## src/rtl/core/plcbp_pkg.sv

```systemverilog
// ----------------------------------------------------------------------------
// plcbp_pkg - shared types and constants of the playlist byte parser
// Field kinds, status codes, signature bytes and beat payload structs.
// ----------------------------------------------------------------------------
package plcbp_pkg;

   // Default width of the saturating entry counter
   localparam int unsigned ENTRY_COUNT_BITS_DEF = 32;

   // Width of the byte position and length registers
   localparam int unsigned FIELD_CNT_W = 16;

   // Result field widths
   localparam int unsigned KIND_W   = 4;
   localparam int unsigned BYTE_W   = 8;
   localparam int unsigned ENTRY_W  = 32;
   localparam int unsigned STATUS_W = 3;

   // Fixed field lengths in bytes
   localparam int unsigned MAGIC_LEN      = 8;
   localparam int unsigned TAG_LEN        = 4;
   localparam int unsigned COUNT_LEN_WIDE = 4;
   localparam int unsigned COUNT_LEN_NARR = 2;
   localparam int unsigned TIME_LEN       = 8;

   // Parse phase, which is also the field kind shown on the result
   typedef enum logic [KIND_W-1:0] {
      PH_MAGIC   = 4'd0,
      PH_INFOTAG = 4'd1,
      PH_FEAT    = 4'd2,
      PH_MAKLEN  = 4'd3,
      PH_MAKCH   = 4'd4,
      PH_NAMLEN  = 4'd5,
      PH_NAMCH   = 4'd6,
      PH_DSCLEN  = 4'd7,
      PH_DSCCH   = 4'd8,
      PH_COUNT   = 4'd9,
      PH_TIME    = 4'd10,
      PH_PLAYTAG = 4'd11,
      PH_ELEN    = 4'd12,
      PH_ETYPE   = 4'd13,
      PH_EDATA   = 4'd14,
      PH_IGNORE  = 4'd15
   } phase_type;

   // Parse status codes
   typedef enum logic [STATUS_W-1:0] {
      ST_OK        = 3'd0,
      ST_BAD_MAGIC = 3'd1,
      ST_NO_INFO   = 3'd2,
      ST_NO_PLAY   = 3'd3,
      ST_TRUNC     = 3'd4
   } status_type;

   // File signature "to6o\0v1\0" and the two section tags
   localparam logic [BYTE_W-1:0] MAGIC_BYTES [MAGIC_LEN] =
      '{8'h74, 8'h6f, 8'h36, 8'h6f, 8'h00, 8'h76, 8'h31, 8'h00};
   localparam logic [BYTE_W-1:0] INFO_BYTES [TAG_LEN] =
      '{8'h49, 8'h4e, 8'h46, 8'h4f};
   localparam logic [BYTE_W-1:0] PLAY_BYTES [TAG_LEN] =
      '{8'h50, 8'h4c, 8'h41, 8'h59};

   // One input beat
   typedef struct packed {
      logic [BYTE_W-1:0] byte_value;
      logic              is_last_byte;
   } req_item_type;

   // One result beat
   typedef struct packed {
      phase_type          field_kind;
      logic [BYTE_W-1:0]  field_byte;
      logic               field_end;
      logic [ENTRY_W-1:0] entry_number;
      status_type         parse_status;
   } rsp_item_type;

endpackage

```

## src/rtl/core/plcbp_if.sv

```systemverilog
// ----------------------------------------------------------------------------
// plcbp_if - valid/ready channels of the playlist byte parser
// Input byte channel and labelled result channel.
// ----------------------------------------------------------------------------
interface plcbp_req_if;
   logic       valid;
   logic       ready;
   logic [7:0] byte_value;
   logic       is_last_byte;

   modport source (output valid, output byte_value, output is_last_byte, input ready);
   modport sink   (input valid, input byte_value, input is_last_byte, output ready);
endinterface

interface plcbp_rsp_if;
   logic        valid;
   logic        ready;
   logic [3:0]  field_kind;
   logic [7:0]  field_byte;
   logic        field_end;
   logic [31:0] entry_number;
   logic [2:0]  parse_status;

   modport source (output valid, output field_kind, output field_byte, output field_end,
                   output entry_number, output parse_status, input ready);
   modport sink   (input valid, input field_kind, input field_byte, input field_end,
                   input entry_number, input parse_status, output ready);
endinterface

```

## src/rtl/core/plcbp_in_stage.sv

```systemverilog
// ----------------------------------------------------------------------------
// plcbp_in_stage - input register of the playlist byte parser
// Captures one byte beat and releases it when the result stage can take it.
// ----------------------------------------------------------------------------
module plcbp_in_stage (
   input  logic                    clock,
   input  logic                    reset,
   input  logic                    in_valid,
   output logic                    in_ready,
   input  plcbp_pkg::req_item_type in_item,
   input  logic                    out_free,
   output logic                    advance,
   output plcbp_pkg::req_item_type held_item
);

   logic                    valid_ff;
   logic                    valid_in;
   plcbp_pkg::req_item_type item_ff;

   // Move the held beat on whenever the result register is free
   assign advance   = valid_ff & out_free;
   assign in_ready  = ~valid_ff | advance;
   assign valid_in  = (in_valid & in_ready) | (valid_ff & ~advance);
   assign held_item = item_ff;

   // Hold the valid flag
   always_ff @(posedge clock) begin
      if (reset) begin
         valid_ff <= 1'b0;
      end else begin
         valid_ff <= valid_in;
      end
   end

   // Capture the payload on acceptance
   always_ff @(posedge clock) begin
      if (in_valid && in_ready) begin
         item_ff <= in_item;
      end
   end

endmodule

```

## src/rtl/core/plcbp_core.sv

```systemverilog
// ----------------------------------------------------------------------------
// plcbp_core - parse state and byte labelling of the playlist byte parser
// Labels the held byte from the parse state and advances that state.
// ----------------------------------------------------------------------------
module plcbp_core #(
   parameter int unsigned ENTRY_COUNT_BITS = plcbp_pkg::ENTRY_COUNT_BITS_DEF
) (
   input  logic                    clock,
   input  logic                    reset,
   input  logic                    advance,
   input  plcbp_pkg::req_item_type item,
   output plcbp_pkg::rsp_item_type result
);

   localparam int unsigned CW = plcbp_pkg::FIELD_CNT_W;

   plcbp_pkg::phase_type        phase_ff,   phase_in,   step_phase;
   logic [CW-1:0]               bif_ff,     bif_in,     step_bif;
   logic [CW-1:0]               flen_ff,    flen_in,    step_flen;
   logic                        match_ff,   match_in,   step_match;
   logic                        wide_ff,    wide_in,    step_wide;
   logic [ENTRY_COUNT_BITS-1:0] entries_ff, entries_in, step_entries;
   plcbp_pkg::status_type       status_ff,  status_in,  step_status;

   logic [CW:0]                 bif_inc;
   logic                        step_end;
   logic                        boundary;
   logic [7:0]                  b;
   logic [7:0]                  tag_byte;
   logic [CW:0]                 count_len;

   assign b        = item.byte_value;
   assign bif_inc  = {1'b0, bif_ff} + 1'b1;
   assign tag_byte = (phase_ff == plcbp_pkg::PH_INFOTAG) ?
                     plcbp_pkg::INFO_BYTES[bif_ff[1:0]] :
                     plcbp_pkg::PLAY_BYTES[bif_ff[1:0]];
   assign count_len = wide_ff ? (CW+1)'(plcbp_pkg::COUNT_LEN_WIDE) :
                                (CW+1)'(plcbp_pkg::COUNT_LEN_NARR);

   // Work out the state after this byte
   always_comb begin
      step_phase   = phase_ff;
      step_bif     = bif_ff;
      step_flen    = flen_ff;
      step_match   = match_ff;
      step_wide    = wide_ff;
      step_entries = entries_ff;
      step_status  = status_ff;
      step_end     = 1'b0;
      unique case (phase_ff)
         plcbp_pkg::PH_MAGIC: begin
            if (b != plcbp_pkg::MAGIC_BYTES[bif_ff[2:0]]) begin
               step_match = 1'b0;
            end
            step_bif = bif_inc[CW-1:0];
            if (bif_inc >= (CW+1)'(plcbp_pkg::MAGIC_LEN)) begin
               step_end   = 1'b1;
               step_bif   = '0;
               step_match = 1'b1;
               if (match_ff && b == plcbp_pkg::MAGIC_BYTES[bif_ff[2:0]]) begin
                  step_phase = plcbp_pkg::PH_INFOTAG;
               end else begin
                  step_status = plcbp_pkg::ST_BAD_MAGIC;
                  step_phase  = plcbp_pkg::PH_IGNORE;
               end
            end
         end
         plcbp_pkg::PH_INFOTAG, plcbp_pkg::PH_PLAYTAG: begin
            if (b != tag_byte) begin
               step_match = 1'b0;
            end
            step_bif = bif_inc[CW-1:0];
            if (bif_inc >= (CW+1)'(plcbp_pkg::TAG_LEN)) begin
               step_end   = 1'b1;
               step_bif   = '0;
               step_match = 1'b1;
               if (phase_ff == plcbp_pkg::PH_INFOTAG) begin
                  if (match_ff && b == tag_byte) begin
                     step_phase = plcbp_pkg::PH_FEAT;
                  end else begin
                     step_status = plcbp_pkg::ST_NO_INFO;
                     step_phase  = plcbp_pkg::PH_PLAYTAG;
                  end
               end else begin
                  if (match_ff && b == tag_byte) begin
                     step_phase = plcbp_pkg::PH_ELEN;
                  end else begin
                     step_status = plcbp_pkg::ST_NO_PLAY;
                     step_phase  = plcbp_pkg::PH_IGNORE;
                  end
               end
            end
         end
         plcbp_pkg::PH_FEAT: begin
            step_end   = 1'b1;
            step_wide  = ~b[0];
            step_phase = plcbp_pkg::PH_MAKLEN;
         end
         plcbp_pkg::PH_MAKLEN, plcbp_pkg::PH_NAMLEN, plcbp_pkg::PH_DSCLEN: begin
            // Length byte: go to the characters, or past them when empty
            step_end  = 1'b1;
            step_flen = CW'(b);
            step_bif  = '0;
            if (b == 8'd0) begin
               step_phase = plcbp_pkg::phase_type'(phase_ff + 4'd2);
            end else begin
               step_phase = plcbp_pkg::phase_type'(phase_ff + 4'd1);
            end
         end
         plcbp_pkg::PH_MAKCH, plcbp_pkg::PH_NAMCH, plcbp_pkg::PH_DSCCH: begin
            step_bif = bif_inc[CW-1:0];
            if (bif_inc >= {1'b0, flen_ff}) begin
               step_end   = 1'b1;
               step_bif   = '0;
               step_phase = plcbp_pkg::phase_type'(phase_ff + 4'd1);
            end
         end
         plcbp_pkg::PH_COUNT: begin
            step_bif = bif_inc[CW-1:0];
            if (bif_inc >= count_len) begin
               step_end   = 1'b1;
               step_bif   = '0;
               step_phase = plcbp_pkg::PH_TIME;
            end
         end
         plcbp_pkg::PH_TIME: begin
            step_bif = bif_inc[CW-1:0];
            if (bif_inc >= (CW+1)'(plcbp_pkg::TIME_LEN)) begin
               step_end   = 1'b1;
               step_bif   = '0;
               step_phase = plcbp_pkg::PH_PLAYTAG;
            end
         end
         plcbp_pkg::PH_ELEN: begin
            // Little-endian entry length: low byte first
            if (bif_ff == '0) begin
               step_flen = CW'(b);
               step_bif  = CW'(1);
            end else begin
               step_flen  = {b, flen_ff[7:0]};
               step_bif   = '0;
               step_end   = 1'b1;
               step_phase = plcbp_pkg::PH_ETYPE;
            end
         end
         plcbp_pkg::PH_ETYPE: begin
            step_end = 1'b1;
            step_bif = '0;
            if (flen_ff == '0) begin
               if (entries_ff != '1) begin
                  step_entries = entries_ff + 1'b1;
               end
               step_phase = plcbp_pkg::PH_ELEN;
               step_flen  = '0;
            end else begin
               step_phase = plcbp_pkg::PH_EDATA;
            end
         end
         plcbp_pkg::PH_EDATA: begin
            step_bif = bif_inc[CW-1:0];
            if (bif_inc >= {1'b0, flen_ff}) begin
               step_end = 1'b1;
               if (entries_ff != '1) begin
                  step_entries = entries_ff + 1'b1;
               end
               step_phase = plcbp_pkg::PH_ELEN;
               step_bif   = '0;
               step_flen  = '0;
            end
         end
         plcbp_pkg::PH_IGNORE: begin
            step_end = 1'b0;
         end
      endcase
   end

   // Flag a file that stops inside a field
   assign boundary = (step_phase == plcbp_pkg::PH_IGNORE) ||
                     (step_phase == plcbp_pkg::PH_ELEN && step_bif == '0);

   // Return to the start of a file after its last byte
   always_comb begin
      if (item.is_last_byte) begin
         phase_in   = plcbp_pkg::PH_MAGIC;
         bif_in     = '0;
         flen_in    = '0;
         match_in   = 1'b1;
         wide_in    = 1'b1;
         entries_in = '0;
         status_in  = plcbp_pkg::ST_OK;
      end else begin
         phase_in   = step_phase;
         bif_in     = step_bif;
         flen_in    = step_flen;
         match_in   = step_match;
         wide_in    = step_wide;
         entries_in = step_entries;
         status_in  = step_status;
      end
   end

   // Label the byte
   always_comb begin
      result.field_kind   = phase_ff;
      result.field_byte   = b;
      result.field_end    = step_end;
      result.entry_number = plcbp_pkg::ENTRY_W'(entries_ff);
      if (item.is_last_byte && !boundary) begin
         result.parse_status = plcbp_pkg::ST_TRUNC;
      end else begin
         result.parse_status = step_status;
      end
   end

   // Advance the parse state once per beat
   always_ff @(posedge clock) begin
      if (reset) begin
         phase_ff   <= plcbp_pkg::PH_MAGIC;
         bif_ff     <= '0;
         flen_ff    <= '0;
         match_ff   <= 1'b1;
         wide_ff    <= 1'b1;
         entries_ff <= '0;
         status_ff  <= plcbp_pkg::ST_OK;
      end else if (advance) begin
         phase_ff   <= phase_in;
         bif_ff     <= bif_in;
         flen_ff    <= flen_in;
         match_ff   <= match_in;
         wide_ff    <= wide_in;
         entries_ff <= entries_in;
         status_ff  <= status_in;
      end
   end

endmodule

```

## src/rtl/core/plcbp_out_stage.sv

```systemverilog
// ----------------------------------------------------------------------------
// plcbp_out_stage - result register of the playlist byte parser
// Holds one labelled beat until the receiver takes it.
// ----------------------------------------------------------------------------
module plcbp_out_stage (
   input  logic                    clock,
   input  logic                    reset,
   input  logic                    load,
   input  plcbp_pkg::rsp_item_type load_item,
   output logic                    free,
   output logic                    out_valid,
   input  logic                    out_ready,
   output plcbp_pkg::rsp_item_type out_item
);

   logic                    valid_ff;
   logic                    valid_in;
   plcbp_pkg::rsp_item_type item_ff;

   // Free when empty or when the held beat leaves this cycle
   assign free      = ~valid_ff | out_ready;
   assign valid_in  = load | (valid_ff & ~out_ready);
   assign out_valid = valid_ff;
   assign out_item  = item_ff;

   always_ff @(posedge clock) begin
      if (reset) begin
         valid_ff <= 1'b0;
      end else begin
         valid_ff <= valid_in;
      end
   end

   always_ff @(posedge clock) begin
      if (load) begin
         item_ff <= load_item;
      end
   end

endmodule

```

## src/rtl/core/playlist_container_byte_parser_unit.sv

```systemverilog
// ----------------------------------------------------------------------------
// playlist_container_byte_parser_unit - playlist container byte labeller
// Takes a container file one byte per beat and labels every byte with
// the field it belongs to, the current entry index and the parse status.
//
// req_bus carries one file byte and an end-of-file flag per beat; rsp_bus
// returns exactly one labelled beat for each byte, in order.
// Each byte passes through the input register, then the result register,
// where the receiver takes its labelled beat. The parser takes one byte
// per cycle while the receiver does not stall; the parse state advances
// as each byte moves from the input register into the result register.
// A beat flagged as last closes the file; the next byte starts a new one.
// Reset empties both registers and puts the parser at the start of a file.
// When the receiver stalls, the result register holds its beat, the input
// register holds the next byte, and req_bus.ready drops once both are full.
// ----------------------------------------------------------------------------
module playlist_container_byte_parser_unit #(
   parameter int unsigned ENTRY_COUNT_BITS = plcbp_pkg::ENTRY_COUNT_BITS_DEF
) (
   input  logic       clock,
   input  logic       reset,
   plcbp_req_if.sink  req_bus,
   plcbp_rsp_if.source rsp_bus
);

   plcbp_pkg::req_item_type req_item;
   plcbp_pkg::req_item_type held_item;
   plcbp_pkg::rsp_item_type core_result;
   plcbp_pkg::rsp_item_type rsp_item;
   logic                    advance;
   logic                    out_free;

   assign req_item.byte_value   = req_bus.byte_value;
   assign req_item.is_last_byte = req_bus.is_last_byte;

   // Input register
   plcbp_in_stage u_in_stage (
      .clock     (clock),
      .reset     (reset),
      .in_valid  (req_bus.valid),
      .in_ready  (req_bus.ready),
      .in_item   (req_item),
      .out_free  (out_free),
      .advance   (advance),
      .held_item (held_item)
   );

   // Parse state and labelling
   plcbp_core #(
      .ENTRY_COUNT_BITS (ENTRY_COUNT_BITS)
   ) u_core (
      .clock   (clock),
      .reset   (reset),
      .advance (advance),
      .item    (held_item),
      .result  (core_result)
   );

   // Result register
   plcbp_out_stage u_out_stage (
      .clock     (clock),
      .reset     (reset),
      .load      (advance),
      .load_item (core_result),
      .free      (out_free),
      .out_valid (rsp_bus.valid),
      .out_ready (rsp_bus.ready),
      .out_item  (rsp_item)
   );

   assign rsp_bus.field_kind   = rsp_item.field_kind;
   assign rsp_bus.field_byte   = rsp_item.field_byte;
   assign rsp_bus.field_end    = rsp_item.field_end;
   assign rsp_bus.entry_number = rsp_item.entry_number;
   assign rsp_bus.parse_status = rsp_item.parse_status;

endmodule

```

## src/flat_wrapper.sv

```systemverilog
// flat-port wrapper written by rule: the top's interface ports become plain ports
module playlist_container_byte_parser_unit_flat 
#(
   parameter int unsigned ENTRY_COUNT_BITS = plcbp_pkg::ENTRY_COUNT_BITS_DEF
)
  (clock, reset, req_bus_valid, req_bus_byte_value, req_bus_is_last_byte, req_bus_ready, rsp_bus_valid, rsp_bus_field_kind, rsp_bus_field_byte, rsp_bus_field_end, rsp_bus_entry_number, rsp_bus_parse_status, rsp_bus_ready);
  plcbp_req_if req_bus_i ();
  plcbp_rsp_if rsp_bus_i ();
  input  logic clock;
  input  logic reset;
  input wire logic [$bits(req_bus_i.valid)-1:0] req_bus_valid;
  input wire logic [$bits(req_bus_i.byte_value)-1:0] req_bus_byte_value;
  input wire logic [$bits(req_bus_i.is_last_byte)-1:0] req_bus_is_last_byte;
  output wire logic [$bits(req_bus_i.ready)-1:0] req_bus_ready;
  output wire logic [$bits(rsp_bus_i.valid)-1:0] rsp_bus_valid;
  output wire logic [$bits(rsp_bus_i.field_kind)-1:0] rsp_bus_field_kind;
  output wire logic [$bits(rsp_bus_i.field_byte)-1:0] rsp_bus_field_byte;
  output wire logic [$bits(rsp_bus_i.field_end)-1:0] rsp_bus_field_end;
  output wire logic [$bits(rsp_bus_i.entry_number)-1:0] rsp_bus_entry_number;
  output wire logic [$bits(rsp_bus_i.parse_status)-1:0] rsp_bus_parse_status;
  input wire logic [$bits(rsp_bus_i.ready)-1:0] rsp_bus_ready;
  assign req_bus_i.valid = req_bus_valid;
  assign req_bus_i.byte_value = req_bus_byte_value;
  assign req_bus_i.is_last_byte = req_bus_is_last_byte;
  assign req_bus_ready = req_bus_i.ready;
  assign rsp_bus_valid = rsp_bus_i.valid;
  assign rsp_bus_field_kind = rsp_bus_i.field_kind;
  assign rsp_bus_field_byte = rsp_bus_i.field_byte;
  assign rsp_bus_field_end = rsp_bus_i.field_end;
  assign rsp_bus_entry_number = rsp_bus_i.entry_number;
  assign rsp_bus_parse_status = rsp_bus_i.parse_status;
  assign rsp_bus_i.ready = rsp_bus_ready;
  playlist_container_byte_parser_unit #(.ENTRY_COUNT_BITS(ENTRY_COUNT_BITS)) u_core (.clock(clock), .reset(reset), .req_bus(req_bus_i), .rsp_bus(rsp_bus_i));
endmodule
```

## config.mk

```make
export PLATFORM = sky130hd
export DESIGN_NAME = playlist_container_byte_parser_unit_flat
export DESIGN_NICKNAME = d
export VERILOG_FILES = /design/src/rtl/core/plcbp_pkg.sv /design/src/rtl/core/plcbp_if.sv /design/src/rtl/core/plcbp_in_stage.sv /design/src/rtl/core/plcbp_core.sv /design/src/rtl/core/plcbp_out_stage.sv /design/src/rtl/core/playlist_container_byte_parser_unit.sv /design/src/flat_wrapper.sv
export SDC_FILE = /design/constraint.sdc
export NUM_CORES = 1
export LEC_CHECK = 0
export ABC_AREA = 1
export CORE_UTILIZATION = 31
export CTS_CLUSTER_DIAMETER = 120
export DETAILED_ROUTE_END_ITERATION = 10
export DONT_BUFFER_PORTS = 1
export PLACE_DENSITY = 0.43
export SKIP_CTS_REPAIR_TIMING = 1
export SLEW_MARGIN = 15
export SYNTH_ARGS = -nofsm -noshare
export SYNTH_HDL_FRONTEND = slang
export SYNTH_SLANG_ARGS = --single-unit
```

## constraint.sdc

```tcl
create_clock -name clock -period 9.3 [get_ports clock]
set_clock_uncertainty 0.15 [all_clocks]
set_input_delay 1.86 -clock clock [delete_from_list [all_inputs] [get_ports clock]]
set_output_delay 1.86 -clock clock [all_outputs]
set_load 0.02 [all_outputs]
```

== After elaboration in Yosys (flattened, before gate mapping) ==
Memory sizes are Yosys's and may differ from the RTL's.
Index checks and enable logic that the tools add are counted.

* Add/subtract/negate cells: 4
* $mul: 0
* Divide/modulo/power cells: 0
* Magnitude comparators: 6
* Eq/ne operators: 27
* Shift-type cells: 0
* Muxes and demuxes: 64
* Bitwise gates (word level): 15
* Reductions and logical operators: 28

{| class="wikitable"
|+ Operators by type and width
! cell !! count
|-
| two-way mux 16 bit || 9
|-
| two-way mux 32 bit || 4
|-
| one-hot mux 16 bit (6 select lines) || 1
|-
| one-hot mux 16 bit (4 select lines) || 1
|-
| one-hot mux 32 bit (2 select lines) || 1
|-
| two-way mux 8 bit || 7
|-
| zero test 16 bit || 3
|-
| two-way mux 4 bit || 12
|-
| == test 4 bit (second input constant) || 10
|-
| one-hot mux 4 bit (10 select lines) || 1
|-
| adder 32 x 1 -> 32 bit (second input constant) || 1
|-
| binary-select mux 8 bit (select 2 bit) || 2
|-
| != test 32 bit (second input constant) || 1
|-
| two-way mux 3 bit || 8
|-
| adder 16 x 1 -> 17 bit (second input constant) || 1
|-
| greater-or-equal comparator 17 x 16 -> 1 bit || 1
|-
| greater-or-equal comparator 17 x 3 -> 1 bit || 1
|-
| greater-or-equal comparator 17 x 3 -> 1 bit (second input constant) || 1
|-
| greater-or-equal comparator 17 x 4 -> 1 bit (second input constant) || 1
|-
| == test 4 x 3 -> 1 bit (second input constant) || 4
|-
| == test 8 bit || 2
|-
| != test 8 bit || 2
|-
| two-way mux 1 bit || 13
|-
| AND reduction 4 bit || 3
|-
| other kinds (31) || 54
|}

* Flip-flop bits (word level): 132
* Bits in latches: 0
* RAM bits: 0
* ROM bits: 64
* Input bits: 13
* Output and inout port bits: 50
* Word-level logic and storage cells: 162
* Memories kept: 1

{| class="wikitable"
|+ Memory list
! memory !! depth !! width !! rd ports !! clocked after Yosys merged registers in !! write ports !! RTL line !! text
|-
| (name not given) || 8 || 8 || 1 || 0 || 0 || plcbp_core.sv:60 || <nowiki>if (match_ff && b == plcbp_pkg::MAGIC_BYTES[bif_ff[2:0]]) begin</nowiki>
|}

== Logic depth before layout (Yosys ltp) ==
Gate-level depths: netlist (run 1).

* Word-level depth: 16
* Gate-level depth with buffers: 34
* Gate-level depth less buffers: 33

== Hierarchy ==
Synthesis (run 1) repeated with hierarchy kept, for this count alone.

* Cells, all modules: 1183
* Area, all modules: 8475.6 um2

{| class="wikitable"
|+ By module, submodules not included
! module !! times used !! cells each !! area an instance (um2) !! sequential area each (um2)
|-
| plcbp_core || 1 || 1113 || 6666.4 || 1461.4
|-
| plcbp_out_stage || 1 || 53 || 1483.9 || 1461.4
|-
| plcbp_in_stage || 1 || 17 || 325.3 || 290.3
|}

== Worst setup path before layout (run 1) ==
No wires, ideal clock.

* Path kind: in2reg
* From: input rsp_bus_ready
* To: register u_core.u_core.entries_ff[24]
* Setup time: 119 ps
* Data arrival time: 4096 ps
* Data required time: 9031 ps
* Slack: 4936 ps
* Cell stages on the path: 13
* Buffers on the path: 0
* Cells stage by stage: inv_1 -> nand2_1 -> nand2_1 -> inv_1 -> nand2_1 -> inv_1 -> nand2_2 -> nor2_4 -> nand2_2 -> nor2_4 -> nand2_2 -> nor3b_1 -> nor2_1

* Longest elaborated chain between the ends: 3

{| class="wikitable"
|+ RTL lines
! item !! RTL line !! text
|-
| start: declaration || flat_wrapper.sv:21 || <nowiki>input wire logic [$bits(rsp_bus_i.ready)-1:0] rsp_bus_ready;</nowiki>
|-
| bitwise OR 1 bit || plcbp_out_stage.sv:21 || <nowiki>assign free = ~valid_ff | out_ready;</nowiki>
|-
| bitwise AND 1 bit || plcbp_in_stage.sv:21 || <nowiki>assign advance = valid_ff & out_free;</nowiki>
|-
| named net u_core.advance || playlist_container_byte_parser_unit.sv:30 || <nowiki>logic advance;</nowiki>
|-
| AND reduction 4 bit (no source line) || n/a ||
|-
| end signal: assignment || plcbp_core.sv:231 || <nowiki>entries_ff <= entries_in;</nowiki>
|-
| end: declaration || plcbp_core.sv:22 || <nowiki>logic [ENTRY_COUNT_BITS-1:0] entries_ff, entries_in, step_entries;</nowiki>
|}

The timed path passes the listed nets, and every way through them passes these cells.
A chain may end at the register's enable or synchronous reset.

== Worst setup path in the final report (run 1) ==
* From: register u_core.u_core.bif_ff[0]
* To: register u_core.u_out_stage.item_ff, in the netlist u_core.u_out_stage.out_item[0], data pin

* Longest elaborated chain between the ends: 16
* Elaborated cells on any way between the ends: 54
* Those cells by class: add/sub: 1; order compare: 4; eq/ne: 4; mux: 34; bitwise: 2; reduce/logical: 8; memory: 1

{| class="wikitable"
|+ RTL lines
! item !! RTL line !! text
|-
| start: declaration || plcbp_core.sv:18 || <nowiki>logic [CW-1:0] bif_ff, bif_in, step_bif;</nowiki>
|-
| start signal: assignment || plcbp_core.sv:227 || <nowiki>bif_ff <= bif_in;</nowiki>
|-
| branches (longest 16 deep; another with adder 16 x 1 -> 17 bit) || n/a ||
|-
| end signal: assignment || plcbp_out_stage.sv:36 || <nowiki>item_ff <= load_item;</nowiki>
|-
| end: declaration || plcbp_out_stage.sv:18 || <nowiki>plcbp_pkg::rsp_item_type item_ff;</nowiki>
|}

Several ways; the timed one is not identified. The select of a mux whose other input is x is not followed.

==> flow_summary.yaml, run 1 <==
drt:
  drc: 0
  maxUsedRoutingLayer: "met4"
  drt_wl_total_um: 23760
  dr.pass1.iters: 5
  viasPerCell: 4.963
  vias: 7097
  wl_met3_um: 883
  post_drt_wl_per_cell_um: 16.61
  route.met2.wl_um: 11650
  wl_met1_um: 10330
  initialDrtViolationCount: 506
  ant_nets: 0
worst_setup_path:
  path_max_fanout: 13
  startpoint_type: "flop"
  worstPathArrival_ns: 4.89
  crit_required_ns: 9.34
  max_stage_delay_ns: 0.55
  crit_type: "flop to flop"
  worstSetupEndpointType: "flop"
  critPathSlowestCell: "dfxtp_1"
logic_synthesis:
  syn_inst: 1089
  syn_avg_cell_area_um2: 7.259
  synth_compound_area_share_pct: 11.11
  synth_area_um2: 7905
  ys_ff_latch: 132
  yosys_warnings: 0
  yosysUniqueCellTypes: 46
  synthAdderAreaFrac_pct: 4.748
  synth_nets: 1132
  synth_top_family_by_area: "simple AND/OR/NAND/NOR gates"
  synth_seq_area_share_pct: 40.65
  synth-xor-area-share_pct: 2.659
  synth-simple-area-share_pct: 31.99
  synth_mux_area_share_pct: 0
pwr:
  p_per_area_nw_per_um2: 159.8
  ir_drop_mv: 0.1163
  leakage_nw: 3.533
timing:
  relSlewSlack_pct: 42.16
  tightest_slew_ns: 0.8677
  rsz0062_at_grt: "no"
  finalCritPeriodShare_pct: 52.17
  finalCriticalPeriod_ns: 4.852
  slew_viol_final: 0
  finalSetupTns_ns: 0
  finalSetupViolCount: 0
  max_freq_mhz: 206.1
  finalHoldViolCount: 0
  hold-worst-slack_ns: 0.3029
grt:
  grt_pass1_vias: 6915
  antenna_found_initial: 0
  gr-total-overflow: 0
  grt_usage_pct: 18.63
  grt_max_degree: 53
  grt_pass1_wl_um: 37380
floorplanning:
  ios: 63
  die_h_um: 161.7
  dieWidth_um: 161.7
  rows: 58
  floorplan.initialDensity_pct: 31.48
  die_area_um2: 26140
  core_area_um2: 25110
cts:
  clock_latency_ns: 0.43
  clk_path_buf_depth: 2
  clk_pin_slew_worst_paths_ns: 0.07
  numCtsBuffers: 17
  numClockSinks: 132
  cts_tree: "yes"
  cts_root_buf: "clkbuf_16"
  htree_num_levels: 4
cells_and_area:
  nets: 1130
  antenna_cells: 0
  drive_gt1_share_pct: 6.364
  area_delta_synth_final_pct: 11.43
placement:
  gp_congestion: 0.8972
  io_buffers: 0
  dp_hpwl_um: 17840
min_path:
  hold_class: "flop to flop"
run_status:
  outcome: "complete, no violations"
run:
  maxCapViolations: 0
[cells by family (layout without fill, tap and decap cells)]
kind of cell	count (synthesis)	count (layout)
flops	132	132
xor+xnor	24	24
compound gates	154	154
simple gates	571	571
buf+inv	178	189
fa+ha+maj	30	30
[worst paths after layout]
check | start | end | slack [ns] | cells after the start
worst max-delay path | u_core.u_core.bif_ff[0] | u_core.u_out_stage.out_item[0] | 4.45 | 29
worst min-delay path | u_core.u_in_stage.held_item[7] | u_core.u_out_stage.out_item[42] | 0.30 | 0
worst max register to register | u_core.u_core.bif_ff[0] | u_core.u_out_stage.out_item[0] | 4.45 | 29
worst min register to register | u_core.u_in_stage.held_item[7] | u_core.u_out_stage.out_item[42] | 0.30 | 0
[state kept, by name, indices dropped and copies added, names as in the netlist]
name and cells:
u_core.u_core.bif_ff 16, u_core.u_core.entries_ff 32, u_core.u_core.flen_ff 16, u_core.u_core.match_ff 1, u_core.u_core.phase_ff 4, u_core.u_core.status_ff 3
u_core.u_core.wide_ff 1, u_core.u_in_stage.held_item 9, u_core.u_in_stage.valid_ff 1, u_core.u_out_stage.out_item 48, u_core.u_out_stage.out_valid 1
[stage by stage]
stage / power, mW / setup slack [ns] / cell area [um2] / util [%] / cells
final: 1.407 / 4.448 / 8808 / 35.08 / 1430
after global routing: 1.466 / 3.918 / 8808 / 35.08 / 1430
after CTS: 1.424 / 4.417 / 8808 / 35.08 / 1430
after detailed placement: 0.7475 / 4.430 / 8224 / 32.75 / 1398
after global placement: 0.7476 / 4.561 / 8224 / 32.75 / 1398
after floorplan: 0.7205 / 4.936 / 7905 / - / 1089
[critical path: cells and delay by family (launching register included)]
kind                     cells  cell delay [ns]
flip-flops                   1             0.55
AND/OR/NAND/NOR             19             1.90
buffers and inverters        4             0.46
XOR/XNOR                     1             0.23
AO/OA/AOI/OAI                3             0.75
adder cells (fa/ha/maj)      2             0.58
[layout by cell type (no fill, tap or decap), types with 2 or more instances in the layout]
master and n:
buf_4 4, o41ai_1 2, a21oi_1 81, nor2_1 100, nor3_2 2, ha_1 30, nor3b_1 3, nor2_2 8
clkinv_1 2, clkinvlp_4 2, o21ai_1 3, nand4_1 43, nor3_1 27, a211oi_1 10, nand3b_1 2, o211ai_1 6
nor2_4 3, xor2_1 18, clkbuf_16 17, nand2_1 297, nand3_1 62, nand3_2 2, nor4_1 11, o21ai_0 42
inv_2 5, inv_6 3, clkinv_4 2, dfxtp_1 75, nand2_2 8, xnor2_1 6, edfxtp_1 57, clkinv_8 2
inv_8 6, inv_1 145
[cell type report]
cell class / instances / area [um2]
multi-input combinational: 779 / 3993
inverter: 153 / 575.6
tap: 330 / 412.9
timing repair buffer: 4 / 30.03
clock inverter: 15 / 158.9
fill: 2725 / 16300
sequential: 132 / 3213
clock buffer: 17 / 425.4
[where the power goes]
group	switching (mW)	internal, mW	leakage, nW	total (mW)
registers	0.0219	0.622	1.14	0.644
logic	0.0658	0.0235	2.11	0.0893
clock network	0.314	0.359	0.282	0.674
[synth_stat cells (all sizes together)]
cell type | number | area share [%]
nor3 | 29 | 2.0
dfxtp | 75 | 19
or3 | 1 | 0.079
nor3b | 3 | 0.28
o41ai | 2 | 0.22
clkbuf | 16 | 0.78
o22ai | 1 | 0.079
nand4 | 43 | 3.4
ha | 30 | 4.7
clkinv | 3 | 0.16
nor2 | 112 | 6.1
o21ai | 45 | 2.8
o2111ai | 1 | 0.11
xnor2 | 6 | 0.66
a2111oi | 1 | 0.11
o31ai | 1 | 0.27
a211o | 1 | 0.11
xor2 | 18 | 2.0
nand3 | 65 | 4.4
inv | 150 | 7.1
a31oi | 1 | 0.079
nand3b | 2 | 0.19
nor4 | 11 | 0.87
nand2 | 305 | 15
a41oi | 1 | 0.11
a211oi | 11 | 1.1
o211ai | 6 | 0.57
o211a | 1 | 0.13
a21boi | 1 | 0.24
a21oi | 81 | 5.1
edfxtp | 57 | 22
buf | 9 | 0.79
[per-layer routing]
layer / vias up / track usage [%]
met4: 0 / 8.533
li1: 3605 / -
met2: 171 / 32.82
met3: 49 / 3.830
met5: - / 0
met1: 3272 / 21.65
Power figures use the tool's default switching activity.
==> inputs of run 2 (changes only) <==
- clock period: 9.3 -> 5.09 ns (I/O delays scaled with it)
==> flow_summary.yaml, run 2 (synthesis results as in run 1) <==
cells_and_area:
  final_common_cell: "nand2_1"
  fin_cells: 1434
  largest_reg_flops: 48
  final_cell_area_um2: 8820
  final_cell_mix: "nand2_1, inv_1, nor2_1"
  nets: 1134
  area_delta_synth_final_pct: 11.57
  drive_gt1_share_pct: 6.612
  antenna_cells: 0
cts:
  clk_pin_slew_worst_paths_ns: 0.07
  clock_latency_ns: 0.44
  clk_path_buf_depth: 2
  numCtsBuffers: 17
  cts_root_buf: "clkbuf_16"
  numClockSinks: 132
  htree_num_levels: 4
  cts_tree: "yes"
pwr:
  p_per_area_nw_per_um2: 288.8
  leakage_nw: 3.540
  p_total_mw: 2.548
  ir_drop_mv: 0.1704
placement:
  gp_congestion: 0.8957
  io_buffers: 0
  dp_hpwl_um: 18210
  dpl_cell_area_um2: 8254
  dp.cells: 1402
run_status:
  outcome: "complete, no violations"
drt:
  post_drt_wl_per_cell_um: 16.74
  vias: 7095
  drt_wl_total_um: 24000
  viasPerCell: 4.948
  ant_nets: 0
  initialDrtViolationCount: 440
  dr.pass1.iters: 5
  drc: 0
grt:
  grt_pass1_wl_um: 38960
  gr-total-overflow: 0
  grt_usage_pct: 19.33
  grt_pass1_vias: 7288
  grt_max_degree: 52
  antenna_found_initial: 0
worst_setup_path:
  critPathTopFamily: "simple AND/OR/NAND/NOR gates"
  crit_required_ns: 5.12
  cp_common_cell: "nand2_1"
  startpoint_type: "flop"
  cp_num_buf_inv: 1
  max_stage_delay_ns: 0.51
  critPathSlowestCell: "dfxtp_1"
  crit_type: "flop to flop"
  path_max_fanout: 9
  worstPathArrival_ns: 4.45
  worstSetupEndpointType: "flop"
timing:
  finalSetupViolCount: 0
  relSlewSlack_pct: 43.36
  hold-worst-slack_ns: 0.2998
  slew_viol_final: 0
  finalCriticalPeriod_ns: 4.416
  finalHoldViolCount: 0
  finalSetupTns_ns: 0
  tightest_slew_ns: 0.8497
  rsz0062_at_grt: "no"
  max_freq_mhz: 226.5
  finalCritPeriodShare_pct: 86.76
floorplanning:
  dieWidth_um: 161.7
  ios: 63
  die_h_um: 161.7
  core_area_um2: 25110
  die_area_um2: 26140
  rows: 58
  floorplan.initialDensity_pct: 31.48
run:
  maxCapViolations: 0
min_path:
  hold_class: "flop to flop"
run 2: cell type report:
class | instances | area [um2]
clock buffer | 17 | 425.4
clock inverter | 15 | 140.1
fill | 2793 | 16290
inverter | 153 | 575.6
multi-input combinational | 779 | 3993
sequential | 132 | 3213
tap | 330 | 412.9
timing repair buffer | 8 | 60.06
run 2: power breakdown:
group / internal [mW] / leakage [nW] / switching [mW]
logic: 0.0465 / 2.13 / 0.122
clock network: 0.645 / 0.269 / 0.558
registers: 1.14 / 1.14 / 0.0393
run 2: per-stage QoR:
step,util (%),setup WS (ns)
CTS,35.13,0.6892
global placement,32.87,0.8135
global route,35.13,0.1498
detailed placement,32.87,0.7287
floorplan,-,1.223
finish,35.13,0.6741
run 2: final timing paths:
kind	startpoint	endpoint	slack (ns)	cells after the start
max	u_core.u_core.bif_ff[1]	u_core.u_out_stage.out_item[2]	0.67	30
min	u_core.u_in_stage.held_item[7]	u_core.u_out_stage.out_item[42]	0.30	0
min reg2reg	u_core.u_in_stage.held_item[7]	u_core.u_out_stage.out_item[42]	0.30	0
max reg2reg	u_core.u_core.bif_ff[1]	u_core.u_out_stage.out_item[2]	0.67	30
run 2: routing by layer:
layer / track usage [%] / vias up / share of wire (%) / wire [um]
met3: 2.988 / 51 / 2.8 / 678
met2: 34.50 / 155 / 50 / 12100
met5: 0 / - / 0 / 0
li1: - / 3623 / - / -
met1: 22.60 / 3266 / 43 / 10390
met4: 9.177 / 0 / 3.4 / 827
